===== config.mk =====
export PLATFORM = sky130hd
export DESIGN_NAME = histogram_entropy_accumulator
export DESIGN_NICKNAME = d
export VERILOG_FILES = /design/src/hdl/hea_pkg.sv /design/src/hdl/histogram_entropy_accumulator.sv
export SDC_FILE = /design/constraint.sdc
export NUM_CORES = 2
export LEC_CHECK = 0
export ABC_AREA = 0
export ABC_CLOCK_PERIOD_IN_PS = 11420
export BUFFER_PORTS_ARGS = -buffer_cell sky130_fd_sc_hd__buf_2
export CORE_AREA = 10 10 336 338
export CTS_CLUSTER_DIAMETER = 40
export DETAILED_ROUTE_END_ITERATION = 6
export DIE_AREA = 0 0 346 348
export PLACE_DENSITY = 0.72
export SYNTH_ARGS = -nofsm -noshare
export SYNTH_HDL_FRONTEND = slang
export SYNTH_SLANG_ARGS = --single-unit

===== constraint.sdc =====
create_clock -name clock -period 11.42 [get_ports clock]
set_input_delay 0.571 -clock clock [delete_from_list [all_inputs] [get_ports clock]]
set_output_delay 0.571 -clock clock [all_outputs]
set_load 0.03 [all_outputs]

===== src/hdl/hea_pkg.sv =====
package hea_pkg;

   localparam int DATA_BITS     = 32;
   localparam int CSR_ADDR_BITS = 2;
   localparam int CSR_DATA_BITS = 32;

   localparam logic [CSR_ADDR_BITS-1:0] CSR_ADDR_TOTAL_COUNT = 2'd0;

   localparam logic [DATA_BITS-1:0] TOTAL_COUNT_RESET = 32'd1;

   typedef enum logic [2:0] {
      ST_IDLE,
      ST_CHECK,
      ST_LOG,
      ST_DIFF,
      ST_MUL,
      ST_SUM
   } state_type;

endpackage


===== src/hdl/histogram_entropy_accumulator.sv =====
// Histogram entropy accumulator. Each word on req carries the cumulative end count of one
// bucket (tdata) and an end-of-histogram mark (tlast). For every bucket of length l the block
// adds (l/N)*log2(N/l) to a running sum in unsigned fixed point with FRAC_BITS fraction bits,
// N being the total_count register at byte address 0, and returns the saturated running sum on
// rsp (tdata), a flag for a bucket longer than N or a boundary that went backwards (tuser), and
// the copied end mark (tlast). The word after tlast starts a new histogram. A non-empty valid
// bucket goes through the states CHECK, LOG, DIFF, MUL and SUM, an empty or flagged one from
// CHECK straight to SUM. The logarithms come from the shared squaring multiplier, which runs
// both logarithms one fraction bit per cycle in turn, followed by a bit-serial product of
// probability and log difference. The restoring divider for l/N runs alongside the logarithms.
// A result waiting on rsp does not block the next input word.
module histogram_entropy_accumulator
   import hea_pkg::*;
#(
   parameter int COUNT_BITS = 32,
   parameter int FRAC_BITS  = 26
) (
   input  logic                     clock,
   input  logic                     reset,
   input  logic                     req_tvalid,
   output logic                     req_tready,
   input  logic [DATA_BITS-1:0]     req_tdata,   // [31:0] cumulative_end
   input  logic                     req_tlast,
   output logic                     rsp_tvalid,
   input  logic                     rsp_tready,
   output logic [DATA_BITS-1:0]     rsp_tdata,   // [31:0] entropy_sum
   output logic                     rsp_tuser,   // [0] bucket_error
   output logic                     rsp_tlast,
   input  logic                     csr_psel,
   input  logic                     csr_penable,
   input  logic                     csr_pwrite,
   input  logic [CSR_ADDR_BITS-1:0] csr_paddr,
   input  logic [CSR_DATA_BITS-1:0] csr_pwdata,
   output logic [CSR_DATA_BITS-1:0] csr_prdata,
   output logic                     csr_pready
);

   localparam int KW  = $clog2(COUNT_BITS);
   localparam int MW  = FRAC_BITS + 1;
   localparam int LW  = KW + FRAC_BITS;
   localparam int TW  = LW + 1;
   localparam int SW  = (TW + 1 > DATA_BITS + 1) ? TW + 1 : DATA_BITS + 1;
   localparam int CW  = $clog2(FRAC_BITS + 1);
   localparam int XW  = COUNT_BITS + FRAC_BITS;
   localparam logic [CW-1:0] LAST_ITER = CW'(FRAC_BITS - 1);
   localparam logic [CW-1:0] LAST_MUL  = CW'(FRAC_BITS);

   state_type state_ff, state_in;

   logic [DATA_BITS-1:0]  total_count_ff, total_count_in;
   logic [COUNT_BITS-1:0] prev_ff, prev_in;
   logic [DATA_BITS-1:0]  running_ff, running_in;
   logic [COUNT_BITS-1:0] bound_ff, bound_in;
   logic                  last_ff, last_in;
   logic                  err_ff, err_in;

   logic [MW-1:0]        mn_ff, mn_in, ml_ff, ml_in;
   logic [KW-1:0]        kn_ff, kn_in, kl_ff, kl_in;
   logic [FRAC_BITS-1:0] fn_ff, fn_in, fl_ff, fl_in;
   logic                 sel_ff, sel_in;
   logic [CW-1:0]        cnt_ff, cnt_in;

   logic [COUNT_BITS:0]  rem_ff, rem_in;
   logic [MW-1:0]        quo_ff, quo_in;

   logic [LW-1:0]        d_ff, d_in;
   logic [LW-1:0]        hi_ff, hi_in;
   logic                 lsb_ff, lsb_in;

   logic                  rsp_valid_ff, rsp_valid_in;
   logic [DATA_BITS-1:0]  rsp_data_ff, rsp_data_in;
   logic                  rsp_err_ff, rsp_err_in;
   logic                  rsp_last_ff, rsp_last_in;

   logic [COUNT_BITS-1:0] n_val;
   logic [COUNT_BITS:0]   len_wide;
   logic [COUNT_BITS-1:0] len_val;
   logic                  len_back, len_long, len_zero;
   logic [KW-1:0]         kn_norm, kl_norm;
   logic [MW-1:0]         mn_norm, ml_norm;
   logic [MW-1:0]         sq_a;
   logic [2*MW-1:0]       sq;
   logic [MW-1:0]         sq_m;
   logic [COUNT_BITS+1:0] rem2;
   logic                  div_ge;
   logic [LW-1:0]         ln_val, ll_val;
   logic [LW:0]           mul_sum;
   logic [TW-1:0]         term;
   logic [SW-1:0]         total_sum;
   logic [DATA_BITS-1:0]  sat_sum;
   logic                  csr_write;

   function automatic logic [KW-1:0] msb_index(input logic [COUNT_BITS-1:0] x);
      logic [KW-1:0] k;
      k = '0;
      for (int i = 1; i < COUNT_BITS; i++) begin
         if (x[i]) begin
            k = KW'(i);
         end
      end
      return k;
   endfunction

   // Place the leading one at bit FRAC_BITS, truncating bits shifted out.
   function automatic logic [MW-1:0] mantissa(input logic [COUNT_BITS-1:0] x,
                                              input logic [KW-1:0] k);
      logic [XW-1:0] wide;
      wide = {x, {FRAC_BITS{1'b0}}} >> k;
      return wide[MW-1:0];
   endfunction

   assign n_val    = total_count_ff[COUNT_BITS-1:0];
   assign len_wide = {1'b0, bound_ff} - {1'b0, prev_ff};
   assign len_val  = len_wide[COUNT_BITS-1:0];
   assign len_back = len_wide[COUNT_BITS];
   assign len_long = len_val > n_val;
   assign len_zero = len_val == '0;

   assign kn_norm = msb_index(n_val);
   assign kl_norm = msb_index(len_val);
   assign mn_norm = mantissa(n_val, kn_norm);
   assign ml_norm = mantissa(len_val, kl_norm);

   assign sq_a = sel_ff ? ml_ff : mn_ff;
   assign sq   = sq_a * sq_a;
   assign sq_m = sq[2*MW-1] ? sq[2*MW-1:MW] : sq[2*MW-2:MW-1];

   assign rem2   = {rem_ff, 1'b0};
   assign div_ge = rem2 >= {2'b00, n_val};

   assign ln_val = {kn_ff, fn_ff};
   assign ll_val = {kl_ff, fl_ff};

   assign mul_sum   = {1'b0, hi_ff} + (quo_ff[0] ? {1'b0, d_ff} : '0);
   assign term      = {hi_ff, lsb_ff};
   assign total_sum = SW'(running_ff) + SW'(term);
   assign sat_sum   = (|total_sum[SW-1:DATA_BITS]) ? '1 : total_sum[DATA_BITS-1:0];

   assign csr_write = csr_psel && csr_penable && csr_pwrite && csr_pready;

   always_comb begin
      state_in       = state_ff;
      total_count_in = total_count_ff;
      prev_in        = prev_ff;
      running_in     = running_ff;
      bound_in       = bound_ff;
      last_in        = last_ff;
      err_in         = err_ff;
      mn_in          = mn_ff;
      ml_in          = ml_ff;
      kn_in          = kn_ff;
      kl_in          = kl_ff;
      fn_in          = fn_ff;
      fl_in          = fl_ff;
      sel_in         = sel_ff;
      cnt_in         = cnt_ff;
      rem_in         = rem_ff;
      quo_in         = quo_ff;
      d_in           = d_ff;
      hi_in          = hi_ff;
      lsb_in         = lsb_ff;
      rsp_valid_in   = rsp_valid_ff && !rsp_tready;
      rsp_data_in    = rsp_data_ff;
      rsp_err_in     = rsp_err_ff;
      rsp_last_in    = rsp_last_ff;

      if (csr_write && csr_paddr == CSR_ADDR_TOTAL_COUNT) begin
         total_count_in = csr_pwdata;
      end

      unique case (state_ff)
         ST_IDLE: begin
            if (req_tvalid) begin
               bound_in = req_tdata[COUNT_BITS-1:0];
               last_in  = req_tlast;
               state_in = ST_CHECK;
            end
         end
         ST_CHECK: begin
            err_in = len_back || len_long;
            mn_in  = mn_norm;
            ml_in  = ml_norm;
            kn_in  = kn_norm;
            kl_in  = kl_norm;
            fn_in  = '0;
            fl_in  = '0;
            sel_in = 1'b0;
            cnt_in = '0;
            hi_in  = '0;
            lsb_in = 1'b0;
            // The top quotient bit is 1 only when the bucket spans all of N.
            quo_in = {{FRAC_BITS{1'b0}}, !len_long && !len_back && len_val == n_val};
            rem_in = {1'b0, (len_val == n_val) ? '0 : len_val};
            state_in = (len_back || len_long || len_zero) ? ST_SUM : ST_LOG;
         end
         ST_LOG: begin
            sel_in = !sel_ff;
            if (!sel_ff) begin
               mn_in  = sq_m;
               fn_in  = {fn_ff[FRAC_BITS-2:0], sq[2*MW-1]};
               quo_in = {quo_ff[MW-2:0], div_ge};
               rem_in = div_ge ? (COUNT_BITS+1)'(rem2 - {2'b00, n_val})
                               : rem2[COUNT_BITS:0];
            end else begin
               ml_in  = sq_m;
               fl_in  = {fl_ff[FRAC_BITS-2:0], sq[2*MW-1]};
               cnt_in = cnt_ff + 1'b1;
               if (cnt_ff == LAST_ITER) begin
                  state_in = ST_DIFF;
               end
            end
         end
         ST_DIFF: begin
            d_in     = (ln_val > ll_val) ? ln_val - ll_val : '0;
            cnt_in   = '0;
            state_in = ST_MUL;
         end
         ST_MUL: begin
            // Shift-add, probability bits from the LSB; keep only bits FRAC_BITS and up.
            hi_in  = mul_sum[LW:1];
            lsb_in = mul_sum[0];
            quo_in = quo_ff >> 1;
            cnt_in = cnt_ff + 1'b1;
            if (cnt_ff == LAST_MUL) begin
               state_in = ST_SUM;
            end
         end
         ST_SUM: begin
            if (!rsp_valid_ff || rsp_tready) begin
               rsp_valid_in = 1'b1;
               rsp_data_in  = sat_sum;
               rsp_err_in   = err_ff;
               rsp_last_in  = last_ff;
               prev_in      = last_ff ? '0 : bound_ff;
               running_in   = last_ff ? '0 : sat_sum;
               state_in     = ST_IDLE;
            end
         end
         default: begin
            state_in = ST_IDLE;
         end
      endcase
   end

   always_ff @(posedge clock) begin
      if (reset) begin
         state_ff       <= ST_IDLE;
         total_count_ff <= TOTAL_COUNT_RESET;
         prev_ff        <= '0;
         running_ff     <= '0;
         rsp_valid_ff   <= 1'b0;
      end else begin
         state_ff       <= state_in;
         total_count_ff <= total_count_in;
         prev_ff        <= prev_in;
         running_ff     <= running_in;
         rsp_valid_ff   <= rsp_valid_in;
      end
   end

   always_ff @(posedge clock) begin
      bound_ff    <= bound_in;
      last_ff     <= last_in;
      err_ff      <= err_in;
      mn_ff       <= mn_in;
      ml_ff       <= ml_in;
      kn_ff       <= kn_in;
      kl_ff       <= kl_in;
      fn_ff       <= fn_in;
      fl_ff       <= fl_in;
      sel_ff      <= sel_in;
      cnt_ff      <= cnt_in;
      rem_ff      <= rem_in;
      quo_ff      <= quo_in;
      d_ff        <= d_in;
      hi_ff       <= hi_in;
      lsb_ff      <= lsb_in;
      rsp_data_ff <= rsp_data_in;
      rsp_err_ff  <= rsp_err_in;
      rsp_last_ff <= rsp_last_in;
   end

   assign req_tready = state_ff == ST_IDLE;
   assign rsp_tvalid = rsp_valid_ff;
   assign rsp_tdata  = rsp_data_ff;
   assign rsp_tuser  = rsp_err_ff;
   assign rsp_tlast  = rsp_last_ff;
   assign csr_pready = 1'b1;
   assign csr_prdata = (csr_paddr == CSR_ADDR_TOTAL_COUNT) ? total_count_ff : '0;

endmodule


; Yosys cells after proc, flatten, opt, wreduce, memory -nomap -nowiden
; Index checks and enable logic that the tools add are counted.
[word_totals]
ff_bits = 413
[classes]
n_eq_ne = 14
shifts = 2
muxes = 97
add_sub_neg = 6
order_cmp = 3
reduce_logical = 29
mul = 1
[op_table]
columns = op, n
row1 = two-way mux 5 bit, 58
row2 = two-way mux 32 bit, 5
row3 = two-way mux 27 bit, 5
row4 = >> shifter 58 x 5 -> 27 bit, 2
row5 = one-hot mux 27 bit (2 select lines), 2
row6 = one-hot mux 26 bit (2 select lines), 2
row7 = one-hot mux 27 bit (3 select lines), 1
row8 = two-way mux 33 bit, 2
row9 = one-hot mux 33 bit (2 select lines), 1
row10 = one-hot mux 31 bit (2 select lines), 1
row11 = multiplier 27 x 27 -> 54 bit, 1
row12 = two-way mux 26 bit, 2
row13 = >= comparator 34 x 32 -> 1 bit, 1
row14 = adder 32 x 32 -> 33 bit, 1
row15 = subtractor 32 x 32 -> 33 bit, 1
row16 = subtractor 33 x 32 -> 33 bit, 1
row17 = adder 31 x 31 -> 32 bit, 1
row18 = equality test 32 bit, 1
row19 = > comparator 32 bit, 1
row20 = logical NOT 32 bit, 1
row21 = > comparator 31 bit, 1
row22 = two-way mux 31 bit, 1
row23 = subtractor 31 bit, 1
row24 = two-way mux 3 bit, 7
row25 = other kinds (21), 52

; Depth between registers and ports, before layout
[logic_depth]
depth_word = 34
mapped_depth = 39
depth_no_buf = 34

; Worst setup path before layout
; Ideal clock, no wire load.
[synth_timing]
path_kind = register to register
from = register sel_ff
to = register ml_ff[0] (data pin)
n_path_buf = 6
synth_period_minus_slack_ns = 9.437
path_slack_ns = 1.983
path_stages_with_launch = 36
arrival_ns = 9.171
path_cell_list = edfxtp_1 > buf_1 > clkbuf_1 > mux2_2 > inv_1 > buf_1 > nor2_1 > fa_1 > fa_1 > fa_1 > inv_1 > fa_1 > inv_1 > fa_1 > fa_1 > inv_1 > fa_1 > inv_1 > ha_1 > clkbuf_1 > nand3_1 > nor2_1 > nand2_1 > o211ai_1 > o211ai_1 > a211o_1 > a211o_1 > a211oi_1 > o31a_1 > a211oi_1 > xor2_1 > clkbuf_1 > clkbuf_1 > nor3_1 > a31oi_1 > o21ai_0
[synth_via]
elab_chain_len = 5
[synth_lines]
columns = element, line_no
row1 = "start, declared", histogram_entropy_accumulator.sv:60  ; logic sel_ff, sel_in;
row2 = "start signal, assigned", histogram_entropy_accumulator.sv:271  ; sel_ff <= sel_in;
row3 = two-way mux 27 bit, histogram_entropy_accumulator.sv:124  ; assign sq_a = sel_ff ? ml_ff : mn_ff;
row4 = multiplier 27 x 27 -> 54 bit, histogram_entropy_accumulator.sv:125  ; assign sq = sq_a * sq_a;
row5 = two-way mux 27 bit, histogram_entropy_accumulator.sv:126  ; assign sq_m = sq[2*MW-1] ? sq[2*MW-1:MW] : sq[2*MW-2:MW-1];
row6 = two-way mux 27 bit, histogram_entropy_accumulator.sv:198  ; if (!sel_ff) begin
row7 = one-hot mux 27 bit (2 select lines), histogram_entropy_accumulator.sv:171  ; unique case (state_ff)
row8 = net ml_in[0], histogram_entropy_accumulator.sv:57  ; logic [MW-1:0] mn_ff, mn_in, ml_ff, ml_in;
row9 = "end signal, assigned", histogram_entropy_accumulator.sv:266  ; ml_ff <= ml_in;
row10 = "end, declared", histogram_entropy_accumulator.sv:57
; The timed path passes the listed nets, and every way through them passes these cells. The select of a mux whose other input is x is not followed.
; A chain may end at the register's enable or synchronous reset.

; Worst setup path after layout
[layout_timing]
from = register sel_ff
to = register ml_ff[14] (data pin)
; The elaborated chain is that of the path after synthesis.

==> impl_summary.txt <==
----------------------------------------------------
[Synthesis]
  Post-synthesis cell type with the largest combined area ... sky130_fd_sc_hd__fa_1
  Register bit count reported by yosys ... slightly above 400
  Async set-or-reset flop fraction in the synthesized netlist ... 0
  Net Count, Synth ... 6193
  Mapped Avg Cell Area ... 9.16 um2
  Number of enable-type register cells in the synthesized netlist ... 313
  Dominant synthesized flop cell ... sky130_fd_sc_hd__edfxtp_1
  Largest cells by area after synthesis ... sky130_fd_sc_hd__fa_1, sky130_fd_sc_hd__edfxtp_1, sky130_fd_sc_hd__ha_1, sky130_fd_sc_hd__inv_1, sky130_fd_sc_hd__dfxtp_1
  Synthesis Warnings ... 0
  Cells after Synth ... 5178
  Area share of the leading cell type in the synthesized netlist ... 0.235
  Seq/Total Area, Yosys ... 0.240
  Netlist area before placement ... approximately 0.047 mm2
  Synth cell types ... 107

[Worst setup path]
  Most numerous cell on the critical path ... sky130_fd_sc_hd__fa_1
  Peak per-stage delay on the critical path ... 0.76 ns
  Arrival @ worst endpoint ... between 10 and 15 ns
  Worst reg2reg startpoint ... sel_ff$_DFFE_PP_
  Type of the setup path with the least slack ... reg -> reg
  Slowest-stage cell, CP ... sky130_fd_sc_hd__a2111oi_0
  Critical path capture point type ... flop
  Max Fanout on Critical Path ... 41
  Required time worst endpoint ... 11.88 ns
  Depth of the most critical reg-to-reg path ... 31
  Reg-to-reg critical path endpoint ... ml_ff[14]$_DFFE_PP_
  Critical Path Source Type ... flop
  Reg2reg setup slack ... 0.83 ns

[Timing]
  Headroom to the max-slew limit ... 0.196
  Final critical-path setup slack ... 0.830 ns
  Hold violation total from the final report ... 0
  Final period demand of the worst path ... ~11 ns
  Final max-slew violation count ... 0
  Worst Max-Slew Pin Slew ... between 1 and 1.5 ns
  Total Neg Setup Slack ... 0 ns
  Hold WS ... approximately 0.11 ns
  Final period utilization ... 0.927
  Setup-violating endpoint count in the final report ... 0
  Final setup skew ... 0.0392 ns
  Fmax ... 0.0944 GHz
  RSZ-0062 raised after global routing ... false

[Placement]
  Setup WS pre-CTS ... slightly below 1 ns
  Placer's final routability congestion estimate ... 0.949
  Number of placed cells counting well taps ... 6602
  DP Wirelength ... 99900 um
  Count of buffers from port buffering ... roughly 140

[CTS]
  Number of buffers inserted during clock tree synthesis ... 70
  Maximum buffer depth of the clock tree ... 3
  Number of post-CTS setup repair buffers ... 0
  Library cell used as clock root buffer ... sky130_fd_sc_hd__clkbuf_16
  Reg clk slew, reported paths ... about 0.06 ns
  H-tree depth reported by CTS ... 3
  Cts repair resizes ... 0
  TritonCTS clock tree ... done
  Clock insertion delay at the later pin of the skew report ... 0.63 ns
  Hold buffer count at CTS ... 0
  Num Clock Sinks ... 413

[Routing]
  Number of nets with antenna violations after detailed routing ... 0
  Post-Route WL ... 130000 um
  Drt pass-1 iters ... 6
  Remaining design rule violation count ... 0
  Vias after detailed routing ... 37500
  Routed length per instance ... 19.3 um
  Violation count after the first detailed-route iteration ... 2955
  Routed vias/inst ... 5.57

[Floorplan]
  Die height ... 348 um
  Initial Utilization ... 0.446
  Die ar. ... 0.120 mm2
  Die span in x ... 346 um
  Number of placed I/O pins ... 143
  Core box area ... 0.106 mm2
  Rows ... 120

[Global routing]
  GRT Overall Usage ... 0.211
  First-pass GRT wire length ... roughly 210000 um
  Number of global-route vias before repair ... 38500
  Antenna violations before repair ... 0
  Remaining global-route overflow ... 0
  Largest net degree at the start of global routing ... between 70 and 80

[Worst hold path]
  Tightest Hold Check Type ... in -> reg
  Number of instances on the worst hold path ... 1
  Endpoint with the worst hold slack ... bound_ff[8]$_DFFE_PP_
  HP Start ... req_tdata[8]

[Finish]
  Antenna Cells ... 0
  Net count reported at finish ... 6286
  Fraction of final layout cells sized beyond drive strength 1 ... 0.0871
  Number of inserted filler cells in the final layout ... 9867
  Layout Area Growth over Synthesis ... 9.89%
  Post-layout instance count excluding filler cells ... 6732

[Status]
  Run status ... complete, no violations

[Flow run]
  Maximum Capacitance Violations ... 0

----------------------------------------------------
## cells in the mapped netlist (27+ instances only)
cell                       number
sky130_fd_sc_hd__fa_1         557
sky130_fd_sc_hd__clkbuf_1     131
sky130_fd_sc_hd__and2_1        74
sky130_fd_sc_hd__nand2b_1      44
sky130_fd_sc_hd__a21o_1        68
sky130_fd_sc_hd__a31oi_1       27
sky130_fd_sc_hd__nor2b_1       37
sky130_fd_sc_hd__xnor2_1       72
sky130_fd_sc_hd__nand3_1       60
sky130_fd_sc_hd__buf_1         29
sky130_fd_sc_hd__and3_1        28
sky130_fd_sc_hd__o21ai_0      185
sky130_fd_sc_hd__mux2i_1      114
sky130_fd_sc_hd__a21oi_1      277
sky130_fd_sc_hd__mux2_2        43
sky130_fd_sc_hd__nand4_1       33
sky130_fd_sc_hd__ha_1         384
sky130_fd_sc_hd__inv_1        941
sky130_fd_sc_hd__a22o_1        59
sky130_fd_sc_hd__nor3_1       108
sky130_fd_sc_hd__xor2_1        51
sky130_fd_sc_hd__nand2_1      504
sky130_fd_sc_hd__nor2_1       436
sky130_fd_sc_hd__edfxtp_1     313
sky130_fd_sc_hd__o22ai_1       33
sky130_fd_sc_hd__dfxtp_1      100
sky130_fd_sc_hd__nand3b_1      33
## worst max path at each step
stage,from,to,slack [ns],cells past startpoint
global placement,sel_ff$_DFFE_PP_,mn_ff[24]$_DFFE_PP_,1.34,32
global route,sel_ff$_DFFE_PP_,ml_ff[14]$_DFFE_PP_,0.18,31
finish,sel_ff$_DFFE_PP_,ml_ff[14]$_DFFE_PP_,0.83,31
CTS,sel_ff$_DFFE_PP_,ml_ff[14]$_DFFE_PP_,0.92,31
floorplan,sel_ff$_DFFE_PP_,ml_ff[0]$_DFFE_PP_,1.98,35
detailed placement,sel_ff$_DFFE_PP_,ml_ff[14]$_DFFE_PP_,0.99,31
## state kept, by name, indices dropped and copies added (netlist names), 27 cells and up
register    count
rem_ff         33
bound_ff       32
n_val          32
prev_ff        32
rsp_tdata      32
running_ff     32
d_ff           31
hi_ff          31
ml_ff          27
mn_ff          27
quo_ff         27
## kinds of logic (layout without fill, tap and decap cells)
logic type / Yosys count / count (layout) / synth area share
XOR/XNOR: 126 / 126 / 0.0240
AND/OR/NAND/NOR: 1442 / 1442 / 0.139
multiplexers: 159 / 159 / 0.0351
flip-flops: 413 / 413 / 0.240
adder cells (fa/ha/maj): 941 / 941 / 0.336
AO/OA/AOI/OAI: 953 / 953 / 0.133
other: 1 / 1 / 0.0000790
buffers and inverters: 1143 / 1294 / 0.0925
## through the flow
| step | area [um2] | util |
|---|---|---|
| 2_1_floorplan | 47400 | - |
| 3_5_place_dp | 49700 | 0.468 |
| 3_3_place_gp | 49700 | 0.468 |
| 5_1_grt | 52100 | 0.490 |
| 6_report | 52100 | 0.490 |
| 4_1_cts | 52100 | 0.490 |
## metal layers
metal	wire length (um)	global-route usage
met1	53100	0.266
met2	62500	0.362
met3	9310	0.0388
met4	4730	0.0692
met5	0	0
## layout by cell type, fill, tap and decap left out, drive strengths merged, types with 37 or more instances in the layout
| cell type | Yosys | final |
|---|---|---|
| inv | 951 | 970 |
| fa | 557 | 557 |
| nand2 | 505 | 505 |
| nor2 | 437 | 437 |
| ha | 384 | 384 |
| edfxtp | 313 | 313 |
| a21oi | 282 | 282 |
| buf | 51 | 204 |
| o21ai | 201 | 201 |
| mux2i | 114 | 114 |
| nor3 | 110 | 110 |
| dfxtp | 100 | 100 |
| clkbuf | 132 | 77 |
| and2 | 76 | 76 |
| xnor2 | 74 | 74 |
| a21o | 68 | 68 |
| nand3 | 62 | 62 |
| a22o | 59 | 59 |
| xor2 | 52 | 52 |
| nand2b | 44 | 44 |
| mux2 | 44 | 44 |
| nor2b | 37 | 37 |
## critical path, delay by kind of cell, from the launching register on
kind	cells	cell delay, ns
muxes	1	0.24
AOI/OAI and AO/OA	11	3.34
adders and majority gates	8	3.65
xor gates and xnor gates	1	0.15
DFF	1	0.35
buffers and inverters	8	2.01
and+or+nand+nor	2	0.61
## cell type report
cell class / count / area (um2) / share of cell area
clock buffer: 77 / 1800 / 0.0345
clock inverter: 53 / 632 / 0.0121
inverter: 960 / 3620 / 0.0694
multi-input combinational: 3622 / 31800 / 0.609
sequential: 413 / 11400 / 0.219
tap: 1403 / 1760 / 0.0337
timing repair buffer: 204 / 1180 / 0.0226
Power is not shown: default switching activity piles up to over one toggle a cycle in this logic, so the estimate is an artifact.
